--- src/rtl/hsfd_pkg.sv ---
// Shared types, constants and the CRC-8 function of the humidity sensor frame decoder.
// Used by every module of the block; depends on nothing.
package hsfd_pkg;

   localparam logic [7:0] CRC_POLY = 8'h31;
   localparam logic [7:0] CRC_INIT = 8'hFF;

   // Byte positions within one six-byte frame.
   localparam logic [2:0] POS_T_MSB = 3'd0;
   localparam logic [2:0] POS_T_LSB = 3'd1;
   localparam logic [2:0] POS_T_CRC = 3'd2;
   localparam logic [2:0] POS_H_MSB = 3'd3;
   localparam logic [2:0] POS_H_LSB = 3'd4;
   localparam logic [2:0] POS_H_CRC = 3'd5;

   // Result status codes.
   localparam logic [1:0] STATUS_OK       = 2'd0;
   localparam logic [1:0] STATUS_TEMP_CRC = 2'd1;
   localparam logic [1:0] STATUS_HUM_CRC  = 2'd2;
   localparam logic [1:0] STATUS_DISABLED = 2'd3;

   // Scaling constants: the full-scale raw word is 65535.
   localparam logic [14:0] TEMP_SPAN   = 15'd17500;
   localparam logic [14:0] TEMP_OFFSET = 15'd4500;
   localparam logic [13:0] HUM_SPAN    = 14'd10000;
   localparam logic [16:0] RAW_FULL    = 17'd65535;

   // One completed frame, handed from the front end to the scaling back end.
   typedef struct packed {
      logic [1:0]  status;
      logic [15:0] temperature_raw;
      logic [15:0] humidity_raw;
   } frame_job_type;

   // One byte of CRC-8, MSB first.
   function automatic logic [7:0] crc8_feed(input logic [7:0] crc, input logic [7:0] data);
      logic [7:0] c;
      c = crc ^ data;
      for (int k = 0; k < 8; k++) begin
         if (c[7]) begin
            c = {c[6:0], 1'b0} ^ CRC_POLY;
         end else begin
            c = {c[6:0], 1'b0};
         end
      end
      return c;
   endfunction

endpackage

--- src/rtl/hsfd_front.sv ---
// Front end: tracks the byte position, runs the CRC-8 and collects the raw words.
// Emits one frame job per completed frame. Depends on hsfd_pkg.
module hsfd_front (
   input  logic                   clock,
   input  logic                   reset,
   input  logic                   byte_accept,
   input  logic [7:0]             data_byte,
   input  logic                   frame_start,
   input  logic                   sensor_enabled,
   output logic                   job_push,
   output hsfd_pkg::frame_job_type job_data
);
   import hsfd_pkg::*;

   logic [2:0]  pos_ff, pos_in;
   logic [7:0]  crc_ff, crc_in;
   logic [15:0] t_raw_ff, t_raw_in;
   logic [15:0] h_raw_ff, h_raw_in;
   logic        t_good_ff, t_good_in;

   logic [2:0]  pos_eff;
   logic [7:0]  crc_eff;
   logic [7:0]  crc_next;
   logic        h_good;

   always_comb begin
      // A frame start, or an out-of-range position, restarts the frame.
      if (frame_start || pos_ff > POS_H_CRC) begin
         pos_eff = POS_T_MSB;
         crc_eff = CRC_INIT;
      end else begin
         pos_eff = pos_ff;
         crc_eff = crc_ff;
      end
      crc_next = crc8_feed(crc_eff, data_byte);
      h_good   = (crc_eff == data_byte);

      pos_in    = pos_ff;
      crc_in    = crc_ff;
      t_raw_in  = t_raw_ff;
      h_raw_in  = h_raw_ff;
      t_good_in = t_good_ff;
      job_push  = 1'b0;

      if (byte_accept) begin
         pos_in = pos_eff + 3'd1;
         case (pos_eff)
            POS_T_MSB: begin
               t_raw_in = {data_byte, t_raw_ff[7:0]};
               crc_in   = crc_next;
            end
            POS_T_LSB: begin
               t_raw_in = {t_raw_ff[15:8], data_byte};
               crc_in   = crc_next;
            end
            POS_T_CRC: begin
               t_good_in = (crc_eff == data_byte);
               crc_in    = CRC_INIT;
            end
            POS_H_MSB: begin
               h_raw_in = {data_byte, h_raw_ff[7:0]};
               crc_in   = crc_next;
            end
            POS_H_LSB: begin
               h_raw_in = {h_raw_ff[15:8], data_byte};
               crc_in   = crc_next;
            end
            default: begin
               crc_in   = CRC_INIT;
               pos_in   = POS_T_MSB;
               job_push = 1'b1;
            end
         endcase
      end
   end

   always_comb begin
      job_data.temperature_raw = t_raw_ff;
      job_data.humidity_raw    = h_raw_ff;
      if (!sensor_enabled) begin
         job_data.status = STATUS_DISABLED;
      end else if (!t_good_ff) begin
         job_data.status = STATUS_TEMP_CRC;
      end else if (!h_good) begin
         job_data.status = STATUS_HUM_CRC;
      end else begin
         job_data.status = STATUS_OK;
      end
   end

   always_ff @(posedge clock) begin
      if (reset) begin
         pos_ff    <= POS_T_MSB;
         crc_ff    <= CRC_INIT;
         t_raw_ff  <= '0;
         h_raw_ff  <= '0;
         t_good_ff <= 1'b0;
      end else begin
         pos_ff    <= pos_in;
         crc_ff    <= crc_in;
         t_raw_ff  <= t_raw_in;
         h_raw_ff  <= h_raw_in;
         t_good_ff <= t_good_in;
      end
   end

endmodule

--- src/rtl/hsfd_queue.sv ---
// Small frame-job queue between the front end and the scaling back end.
// Depends on hsfd_pkg for the job type.
module hsfd_queue #(
   parameter int DEPTH = 4
) (
   input  logic                   clock,
   input  logic                   reset,
   input  logic                   push,
   input  hsfd_pkg::frame_job_type push_data,
   input  logic                   pop,
   output logic                   not_empty,
   output logic                   full,
   output hsfd_pkg::frame_job_type head_data
);
   import hsfd_pkg::*;

   localparam int PTR_W = (DEPTH > 1) ? $clog2(DEPTH) : 1;
   localparam int CNT_W = $clog2(DEPTH + 1);
   localparam logic [PTR_W-1:0] LAST_PTR = PTR_W'(DEPTH - 1);
   localparam logic [CNT_W-1:0] FULL_CNT = CNT_W'(DEPTH);

   frame_job_type    entry_ff [DEPTH];
   logic [PTR_W-1:0] wr_ptr_ff, wr_ptr_in;
   logic [PTR_W-1:0] rd_ptr_ff, rd_ptr_in;
   logic [CNT_W-1:0] count_ff, count_in;
   logic             do_push, do_pop;

   assign not_empty = (count_ff != '0);
   assign full      = (count_ff == FULL_CNT);
   assign head_data = entry_ff[rd_ptr_ff];
   assign do_push   = push && !full;
   assign do_pop    = pop && not_empty;

   always_comb begin
      wr_ptr_in = wr_ptr_ff;
      rd_ptr_in = rd_ptr_ff;
      count_in  = count_ff;
      if (do_push) begin
         wr_ptr_in = (wr_ptr_ff == LAST_PTR) ? '0 : wr_ptr_ff + PTR_W'(1);
      end
      if (do_pop) begin
         rd_ptr_in = (rd_ptr_ff == LAST_PTR) ? '0 : rd_ptr_ff + PTR_W'(1);
      end
      if (do_push && !do_pop) begin
         count_in = count_ff + CNT_W'(1);
      end else if (do_pop && !do_push) begin
         count_in = count_ff - CNT_W'(1);
      end
   end

   always_ff @(posedge clock) begin
      if (reset) begin
         wr_ptr_ff <= '0;
         rd_ptr_ff <= '0;
         count_ff  <= '0;
      end else begin
         wr_ptr_ff <= wr_ptr_in;
         rd_ptr_ff <= rd_ptr_in;
         count_ff  <= count_in;
      end
   end

   always_ff @(posedge clock) begin
      if (do_push) begin
         entry_ff[wr_ptr_ff] <= push_data;
      end
   end

endmodule

--- src/rtl/hsfd_back.sv ---
// Back end: scales the raw words to hundredths and drives the result register.
// Two stages: constant multiply, then divide-by-65535 correction. Depends on hsfd_pkg.
module hsfd_back (
   input  logic                   clock,
   input  logic                   reset,
   input  logic                   job_valid,
   input  hsfd_pkg::frame_job_type job_data,
   output logic                   job_pop,
   output logic                   rsp_valid,
   input  logic                   rsp_stall,
   output logic [1:0]             rsp_status,
   output logic                   rsp_reading_valid,
   output logic signed [14:0]     rsp_temperature_centi,
   output logic [13:0]            rsp_humidity_centi
);
   import hsfd_pkg::*;

   logic        s1_valid_ff, s1_valid_in;
   logic [1:0]  s1_status_ff;
   logic [30:0] t_prod_ff;
   logic [29:0] h_prod_ff;

   logic        out_valid_ff, out_valid_in;
   logic [1:0]  out_status_ff;
   logic        out_ok_ff;
   logic [14:0] out_temp_ff;
   logic [13:0] out_hum_ff;

   logic        out_move, s1_move;
   logic [14:0] t_q0, t_q;
   logic [16:0] t_r0;
   logic [13:0] h_q0, h_q;
   logic [16:0] h_r0;
   logic        s1_ok;

   // The output register takes a new value when it is empty or being drained.
   assign out_move = !out_valid_ff || !rsp_stall;
   assign s1_move  = !s1_valid_ff || out_move;
   assign job_pop  = job_valid && s1_move;

   assign s1_valid_in  = s1_move ? job_valid : s1_valid_ff;
   assign out_valid_in = out_move ? s1_valid_ff : out_valid_ff;

   // floor(p / 65535): p >> 16 is low by at most one, the remainder stays below 2 * 65535.
   always_comb begin
      t_q0  = t_prod_ff[30:16];
      t_r0  = {1'b0, t_prod_ff[15:0]} + {2'b00, t_q0};
      t_q   = t_q0 + {14'd0, (t_r0 >= RAW_FULL)};
      h_q0  = h_prod_ff[29:16];
      h_r0  = {1'b0, h_prod_ff[15:0]} + {3'b000, h_q0};
      h_q   = h_q0 + {13'd0, (h_r0 >= RAW_FULL)};
      s1_ok = (s1_status_ff == STATUS_OK);
   end

   always_ff @(posedge clock) begin
      if (reset) begin
         s1_valid_ff  <= 1'b0;
         out_valid_ff <= 1'b0;
      end else begin
         s1_valid_ff  <= s1_valid_in;
         out_valid_ff <= out_valid_in;
      end
   end

   always_ff @(posedge clock) begin
      if (s1_move) begin
         s1_status_ff <= job_data.status;
         t_prod_ff    <= {15'd0, job_data.temperature_raw} * {16'd0, TEMP_SPAN};
         h_prod_ff    <= {14'd0, job_data.humidity_raw} * {16'd0, HUM_SPAN};
      end
      if (out_move) begin
         out_status_ff <= s1_status_ff;
         out_ok_ff     <= s1_ok;
         out_temp_ff   <= s1_ok ? (t_q - TEMP_OFFSET) : '0;
         out_hum_ff    <= s1_ok ? h_q : '0;
      end
   end

   assign rsp_valid             = out_valid_ff;
   assign rsp_status            = out_status_ff;
   assign rsp_reading_valid     = out_ok_ff;
   assign rsp_temperature_centi = signed'(out_temp_ff);
   assign rsp_humidity_centi    = out_hum_ff;

endmodule

--- src/rtl/humidity_sensor_frame_decoder_top.sv ---
// Top level of the temperature and humidity frame decoder.
// Instantiates hsfd_front, hsfd_queue and hsfd_back; depends on hsfd_pkg.
//
// The req_ channel carries one received sensor byte per transfer, in the order
// temperature MSB, temperature LSB, temperature CRC, humidity MSB, humidity LSB,
// humidity CRC. Raising req_frame_start marks a byte as the first of a frame and
// drops any partial frame in progress. The rsp_ channel carries one result per
// completed six-byte frame: status, a valid flag and the scaled readings.
// A byte is taken in every cycle that req_stall is low; the CRC-8 of a byte is
// computed in the same cycle it is accepted. The result of a frame reaches rsp_valid
// through the queue entry, the constant multipliers, and the divide-by-65535
// correction and output register.
// Completed frames wait in a queue of QUEUE_DEPTH entries, so the receiver may
// stall rsp_ for a while without slowing the byte side. Only when that queue is
// full does req_stall rise, holding off further bytes until a result drains.
// The csr_ port writes the sensor enable bit; it is sampled with the sixth byte.
// Synchronous reset restarts the frame position and CRC, empties the queue and
// the pipeline, and sets the sensor enable bit.
module humidity_sensor_frame_decoder_top #(
   parameter int QUEUE_DEPTH = 4
) (
   input  logic               clock,
   input  logic               reset,
   input  logic               req_valid,
   output logic               req_stall,
   input  logic [7:0]         req_data_byte,
   input  logic               req_frame_start,
   output logic               rsp_valid,
   input  logic               rsp_stall,
   output logic [1:0]         rsp_status,
   output logic               rsp_reading_valid,
   output logic signed [14:0] rsp_temperature_centi,
   output logic [13:0]        rsp_humidity_centi,
   input  logic               csr_write_enable,
   input  logic               csr_write_data
);
   import hsfd_pkg::*;

   // Sensor enable register; resets to enabled.
   logic sensor_enabled_ff, sensor_enabled_in;

   logic          byte_accept;
   logic          job_push;
   frame_job_type push_job;
   logic          job_valid;
   logic          queue_full;
   logic          job_pop;
   frame_job_type head_job;

   assign sensor_enabled_in = csr_write_enable ? csr_write_data : sensor_enabled_ff;

   always_ff @(posedge clock) begin
      if (reset) begin
         sensor_enabled_ff <= 1'b1;
      end else begin
         sensor_enabled_ff <= sensor_enabled_in;
      end
   end

   // Hold off bytes while the queue has no room for a completed frame.
   assign req_stall   = queue_full;
   assign byte_accept = req_valid && !req_stall;

   hsfd_front u_front (
      .clock          (clock),
      .reset          (reset),
      .byte_accept    (byte_accept),
      .data_byte      (req_data_byte),
      .frame_start    (req_frame_start),
      .sensor_enabled (sensor_enabled_ff),
      .job_push       (job_push),
      .job_data       (push_job)
   );

   hsfd_queue #(
      .DEPTH (QUEUE_DEPTH)
   ) u_queue (
      .clock     (clock),
      .reset     (reset),
      .push      (job_push),
      .push_data (push_job),
      .pop       (job_pop),
      .not_empty (job_valid),
      .full      (queue_full),
      .head_data (head_job)
   );

   hsfd_back u_back (
      .clock                 (clock),
      .reset                 (reset),
      .job_valid             (job_valid),
      .job_data              (head_job),
      .job_pop               (job_pop),
      .rsp_valid             (rsp_valid),
      .rsp_stall             (rsp_stall),
      .rsp_status            (rsp_status),
      .rsp_reading_valid     (rsp_reading_valid),
      .rsp_temperature_centi (rsp_temperature_centi),
      .rsp_humidity_centi    (rsp_humidity_centi)
   );

endmodule

--- config.mk ---
export PLATFORM = sky130hd
export DESIGN_NAME = humidity_sensor_frame_decoder_top
export DESIGN_NICKNAME = d
export VERILOG_FILES = /design/src/rtl/hsfd_pkg.sv /design/src/rtl/hsfd_front.sv /design/src/rtl/hsfd_queue.sv /design/src/rtl/hsfd_back.sv /design/src/rtl/humidity_sensor_frame_decoder_top.sv
export SDC_FILE = /design/constraint.sdc
export NUM_CORES = 1
export LEC_CHECK = 0
export BUFFER_PORTS_ARGS = -buffer_cell sky130_fd_sc_hd__buf_2
export CORE_ASPECT_RATIO = 1.25
export CORE_UTILIZATION = 35
export DETAILED_ROUTE_END_ITERATION = 8
export PLACE_DENSITY_LB_ADDON = 0.12
export SYNTH_ARGS = -nofsm -noshare
export SYNTH_HDL_FRONTEND = slang
export SYNTH_SLANG_ARGS = --single-unit
--- constraint.sdc ---
create_clock -name clock -period 6.5 [get_ports clock]
set_input_delay 0.975 -clock clock [delete_from_list [all_inputs] [get_ports clock]]
set_output_delay 0.975 -clock clock [all_outputs]
set_load 0.01 [all_outputs]
Yosys cells after proc, flatten, opt, wreduce, memory -nomap -nowiden
Memories as Yosys holds them, arrays and structs flattened. A register that Yosys moved wholly into a read port is not among the register bits.
Cells that the tools add are included.
{"block": "op_classes", "n_addsub": 10, "multipliers": 2, "magnitude_cmp": 3, "n_eq_ne": 8, "mux": 27, "bitwise_logic": 13, "reduce_logical": 26}
{"operator": "16-bit one-hot mux with 2 select lines", "n": 2}
{"operator": "6-bit two-way mux", "n": 8}
{"operator": "17-bit by 16-bit >= comparator with 1-bit output, second input constant", "n": 2}
{"operator": "16-bit by 13-bit multiplier with 29-bit output, second input constant", "n": 1}
{"operator": "16-bit by 10-bit multiplier with 26-bit output, second input constant", "n": 1}
{"operator": "3-bit NOT", "n": 8}
{"operator": "16-bit by 14-bit adder with 17-bit output", "n": 1}
{"operator": "16-bit by 15-bit adder with 17-bit output", "n": 1}
{"operator": "8-bit two-way mux", "n": 2}
{"operator": "15-bit by 1-bit adder with 15-bit output", "n": 1}
{"operator": "15-bit by 13-bit subtractor with 15-bit output, second input constant", "n": 1}
{"operator": "14-bit by 1-bit adder with 14-bit output", "n": 1}
{"operator": "2-bit two-way mux", "n": 7}
{"operator": "3-bit two-way mux", "n": 4}
{"operator": "3-bit AND reduction", "n": 4}
{"operator": "8-bit == test", "n": 1}
{"operator": "8-bit XOR", "n": 1}
{"operator": "3-bit by 1-bit adder with 3-bit output, second input constant", "n": 2}
{"operator": "3-bit by 2-bit == test with 1-bit output, second input constant", "n": 2}
{"operator": "3-bit == test, second input constant", "n": 2}
{"operator": "1-bit logical AND", "n": 6}
{"operator": "1-bit zero test", "n": 6}
{"operator": "5-bit OR reduction", "n": 1}
{"operator": "2-bit by 1-bit adder with 2-bit output, second input constant", "n": 2}
{"operator": "13 further kinds", "n": 22}
{"block": "word_totals", "reg_bits": 143, "mem_bits_rw": 136, "out_inout_bits": 34, "memories": 1}
{"memory": "u_queue.entry_ff", "depth": 4, "width": 34, "rd": 1, "rd_clocked_by_memory_dff": 1, "wr": 1, "line_no": "hsfd_queue.sv:22", "text": "frame_job_type entry_ff [DEPTH];"}

Logic depth before layout (Yosys ltp)
{"block": "logic_depth", "word_depth": 21, "ltp_mapped": 20, "mapped_depth_nobuf": 18}

Hierarchy
A second synthesis with hierarchy kept.
{"block": "hier_totals", "hier_cells": 1468, "area_unflattened_um2": 17989.8}
{"mod": "hsfd_back", "instances": 1, "cells_per_inst": 1019, "area_per_inst_um2": 10388.7}
{"mod": "hsfd_queue", "instances": 1, "cells_per_inst": 228, "area_per_inst_um2": 5411.4}
{"mod": "hsfd_front", "instances": 1, "cells_per_inst": 217, "area_per_inst_um2": 2148.3}
{"mod": "humidity_sensor_frame_decoder_top", "instances": 1, "cells_per_inst": 4, "area_per_inst_um2": 41.3}

Least setup slack after synthesis
OpenSTA, ideal clock, no wires.
{"block": "synth_timing", "kind": "register -> register", "from": "reg with a tool-made name", "to": "reg u_back.t_prod_ff[28], data pin", "t_arrival_ns": 5.531, "t_required_ns": 6.320, "path_slack_ns": 0.789, "stages_incl_launch_ff": 21, "n_path_buf": 2, "cell_sequence": "dfxtp_1 -> clkbuf_1 -> buf_2 -> mux4_2 -> ha_1 -> inv_1 -> fa_1 -> inv_1 -> ha_1 -> fa_1 -> inv_1 -> fa_1 -> inv_1 -> ha_1 -> a21o_1 -> a221o_1 -> a21oi_2 -> nor2_1 -> nor3_2 -> a21oi_1 -> o311ai_1"}
{"item": "to (signal assigned)", "line_no": "hsfd_back.sv:68", "text": "t_prod_ff <= {15'd0, job_data.temperature_raw} * {16'd0, TEMP_SPAN};"}
{"item": "to (decl)", "line_no": "hsfd_back.sv:20", "text": "logic [30:0] t_prod_ff;"}

==> impl_table.tex <==
\begin{tabular}{lr}
\hline
Metric & Value \\
\hline
\multicolumn{2}{l}{\textbf{Die}} \\
\quad Die height & approximately 250 um \\
\quad Std-Cell Core Area & 49600 um2 \\
\quad Number of primary I/O pins & 49 \\
\quad Number of rows created at floorplan & 91 \\
\quad Initial Util & 0.357 \\
\quad Die boundary width & just over 200 um \\
\quad Die Area & 51500 um2 \\
\multicolumn{2}{l}{\textbf{Cells and area}} \\
\quad Fill cell count & around 4800 \\
\quad Number of antenna repair diodes & 0 \\
\quad Most frequent standard cell in the layout excluding fill and tap cells & edfxtp\_1 \\
\quad Flip-flop and latch area & 7880 um2 \\
\quad Commonest cells after routing, fill and taps aside & edfxtp\_1 (225), inv\_1 (218), ha\_1 (206) \\
\quad Number of nets in the layout & 1811 \\
\quad Area occupied by multi-input gates & 8880 um2 \\
\quad Layout cell share with drive strength beyond 1 & 0.109 \\
\quad Area delta synth->final & 11.7\% \\
\quad Number of non-filler instances in the completed layout & about 2200 \\
\multicolumn{2}{l}{\textbf{Min path}} \\
\quad Number of cells on the worst hold path & 0 \\
\quad Worst Hold Endpoint & u\_back.rsp\_status[1]\$\_DFFE\_PP\_ \\
\quad Worst hold-check path type & reg -> reg \\
\quad Launch instance of the worst min-delay path & u\_back.s1\_status\_ff[1]\$\_DFFE\_PN\_ \\
\multicolumn{2}{l}{\textbf{Synth}} \\
\quad Synth Area per Inst & $\sim$12 um2 \\
\quad Mapped Cells & 1448 \\
\quad Total of flip-flops plus latches after synthesis & 281 \\
\quad Seq/Total Area, Yosys & 0.445 \\
\quad Number of synthesized flops with an enable pin & 225 \\
\quad Library cells used by synthesis & roughly 70 \\
\quad Cell area after synthesis & 17700 um2 \\
\quad Leading register cell type out of synthesis & edfxtp\_1 \\
\quad Mapped Nets & 1752 \\
\quad Warnings, synthesis & 0 \\
\quad Async set-reset flop share out of synthesis & 0 \\
\multicolumn{2}{l}{\textbf{STA}} \\
\quad Shortest period the worst path allows & 5.79 ns \\
\quad Slew margin rel. & 0.296 \\
\quad Final cycle utilization of the critical path & 0.891 \\
\quad Number of failing hold endpoints at the final stage & 0 \\
\quad RSZ-0062 raised after global routing & no \\
\quad Worst hold slack across all endpoints & 0.453 ns \\
\quad Worst slew pin tran & 1.06 ns \\
\quad Max Transition Viols Final & 0 \\
\quad Highest clock rate & 173 MHz \\
\quad Accumulated negative setup slack & 0 ns \\
\quad Final clock skew & 0.0163 ns \\
\quad Final-report setup violation count & 0 \\
\multicolumn{2}{l}{\textbf{Clocking}} \\
\quad Clk slew on worst S/H paths & 0.06 ns \\
\quad Post CTS Setup Buffer Count & 0 \\
\quad Clock tree from TritonCTS & yes \\
\quad Hold\_buf cts & 0 \\
\quad H-tree levels & 1 \\
\quad Count of clock tree sinks & 281 \\
\quad CTS buffer count & 31 \\
\quad Maximum clock path buffer count & 3 \\
\quad Root buffer cell & clkbuf\_16 \\
\quad Post-cts gate resize count & 0 \\
\quad Clock latency on the worst-skew pair & 0.59 ns \\
\multicolumn{2}{l}{\textbf{Setup path}} \\
\quad Endpoint of the lowest-slack register-to-register path & u\_back.t\_prod\_ff[28]\$\_DFFE\_PN\_ \\
\quad Cells on worst reg2reg path & 19 \\
\quad Critical path data required time & 6.88 ns \\
\quad WP buf/inv & 5 \\
\quad Most common cell type on the critical path & inv\_1 \\
\quad Largest stage delay on the critical path & a little over 0.6 ns \\
\quad Class of the most critical setup path & reg -> reg \\
\quad Register-to-register setup slack & 0.71 ns \\
\quad CP max FO & 9 \\
\quad Highest-delay cell along the critical path & mux4\_2 \\
\quad Family with the most delay on the worst path & adder cells \\
\quad Crit. End Element & register \\
\quad Cell-by-cell trace of the critical path & buf\_12 -> mux4\_2 -> ha\_1 -> inv\_1 -> fa\_1 -> inv\_1 -> ha\_1 -> fa\_1 -> inv\_1 -> fa\_1 -> inv\_1 -> ha\_1 -> a21o\_1 -> a221o\_1 -> a21oi\_2 -> nor2\_1 -> nor3\_2 -> a21oi\_1 -> o311ai\_1 \\
\quad Arrival time of data at the critical path endpoint & 6.17 ns \\
\quad Nature of the critical path startpoint & register \\
\multicolumn{2}{l}{\textbf{Placed design}} \\
\quad DP Cell Count & between 2000 and 2500 \\
\quad Routability congestion estimate & 0.791 \\
\quad Detailed Place HPWL & 27200 um \\
\quad Port-buffer cells & 48 \\
\multicolumn{2}{l}{\textbf{Drt}} \\
\quad TritonRoute pass-1 iters & 4 \\
\quad Drt wl/cell & 16.4 um \\
\quad Total Wirelength & 35800 um \\
\quad Iteration-0 DRC count of the detailed router & 440 \\
\quad DRC violation count after routing & 0 \\
\quad Vias after detailed routing & 10412 \\
\quad Final antenna-violating net count & 0 \\
\quad Via/cell ratio & 4.77 \\
\multicolumn{2}{l}{\textbf{Global route}} \\
\quad Total gr overflow & 0 \\
\quad Maximum number of pins on one net before global-route repair & 58 \\
\quad Wire length of the first global-routing pass & 58300 um \\
\quad Antenna violations before repair & 0 \\
\quad Vias in the first global route & 10877 \\
\quad Global-route total usage across every layer & 0.143 \\
\multicolumn{2}{l}{\textbf{Flow run}} \\
\quad Number of max-capacitance violations reported & 0 \\
\multicolumn{2}{l}{\textbf{Run status}} \\
\quad Outcome & finished clean \\
\hline
\end{tabular}
[per-stage QoR]
step	util	cell area, um2	worst slack, ns
after floorplan	-	17700	0.789
after global placement	0.378	18700	0.743
after detailed placement	0.378	18700	0.626
after CTS	0.399	19800	0.592
after global routing	0.399	19800	0.380
final	0.399	19800	0.707
[state kept, by name, indices dropped and copies added, names as in the netlist, named ones only]
| signal | flops |
|---|---|
| u_back.s1_status_ff | 2 |
| u_back.rsp_humidity_centi | 14 |
| u_front.h_raw_ff | 16 |
| u_back.rsp_valid | 1 |
| u_front.t_good_ff | 1 |
| u_queue.entry_ff | 136 |
| u_front.crc_ff | 8 |
| u_queue.count_ff | 3 |
| u_back.rsp_status | 2 |
| sensor_enabled_ff | 1 |
| u_back.rsp_reading_valid | 1 |
| u_front.t_raw_ff | 16 |
| u_back.rsp_temperature_centi | 15 |
| u_back.s1_valid_ff | 1 |
| u_queue.rd_ptr_ff | 2 |
| u_back.h_prod_ff | 26 |
| u_front.pos_ff | 3 |
| u_queue.wr_ptr_ff | 2 |
| u_back.t_prod_ff | 29 |
[kinds of logic after synthesis]
family / count (synthesis) / share of synthesized area
fa+ha+maj: 289 / 0.239
flops: 281 / 0.445
buf+inv: 252 / 0.0546
simple gates: 235 / 0.0661
compound gates: 226 / 0.0844
xor+xnor: 93 / 0.0464
mux: 72 / 0.0647
[worst max path at each step]
stage                        start                        endpoint  depth (start not counted)
after global routing      register  u_back.t_prod_ff[28]$_DFFE_PN_                         19
after CTS                 register  u_back.t_prod_ff[28]$_DFFE_PN_                         19
after detailed placement  register  u_back.t_prod_ff[28]$_DFFE_PN_                         19
final                     register  u_back.t_prod_ff[28]$_DFFE_PN_                         19
after floorplan           register  u_back.t_prod_ff[28]$_DFFE_PN_                         20
after global placement    register  u_back.t_prod_ff[28]$_DFFE_PN_                         19
[area by class of cell]
class	instances	area share
clock buffer	41	0.0431
tap	651	0.0412
clock inverter	17	0.00967
multi-input combinational	915	0.449
inverter	218	0.0413
sequential	281	0.398
timing repair buffer	60	0.0180
[per-layer routing]
layer  GRT usage  routed length, um  up-vias
li1            -                  -     5240
met1       0.179              16300     5016
met2       0.260              17900      117
met3      0.0150                830       39
met4      0.0372                701        0
met5           0                  0        -
[synthesized netlist by cell type (all sizes together), types with 27 or more instances]
| master | count | share of area |
|---|---|---|
| ha | 206 | 0.15 |
| a21oi | 69 | 0.020 |
| xor2 | 30 | 0.015 |
| inv | 218 | 0.046 |
| xnor2 | 63 | 0.032 |
| nor2 | 97 | 0.021 |
| dfxtp | 56 | 0.063 |
| fa | 83 | 0.094 |
| a21o | 28 | 0.012 |
| mux2i | 38 | 0.021 |
| nand2 | 27 | 0.0057 |
| o21ai | 39 | 0.011 |
| edfxtp | 225 | 0.38 |
| mux4 | 34 | 0.043 |
Power is left out: the tool's default activity adds up to more than one toggle a clock period on the data nets, which glitch-free logic cannot reach.
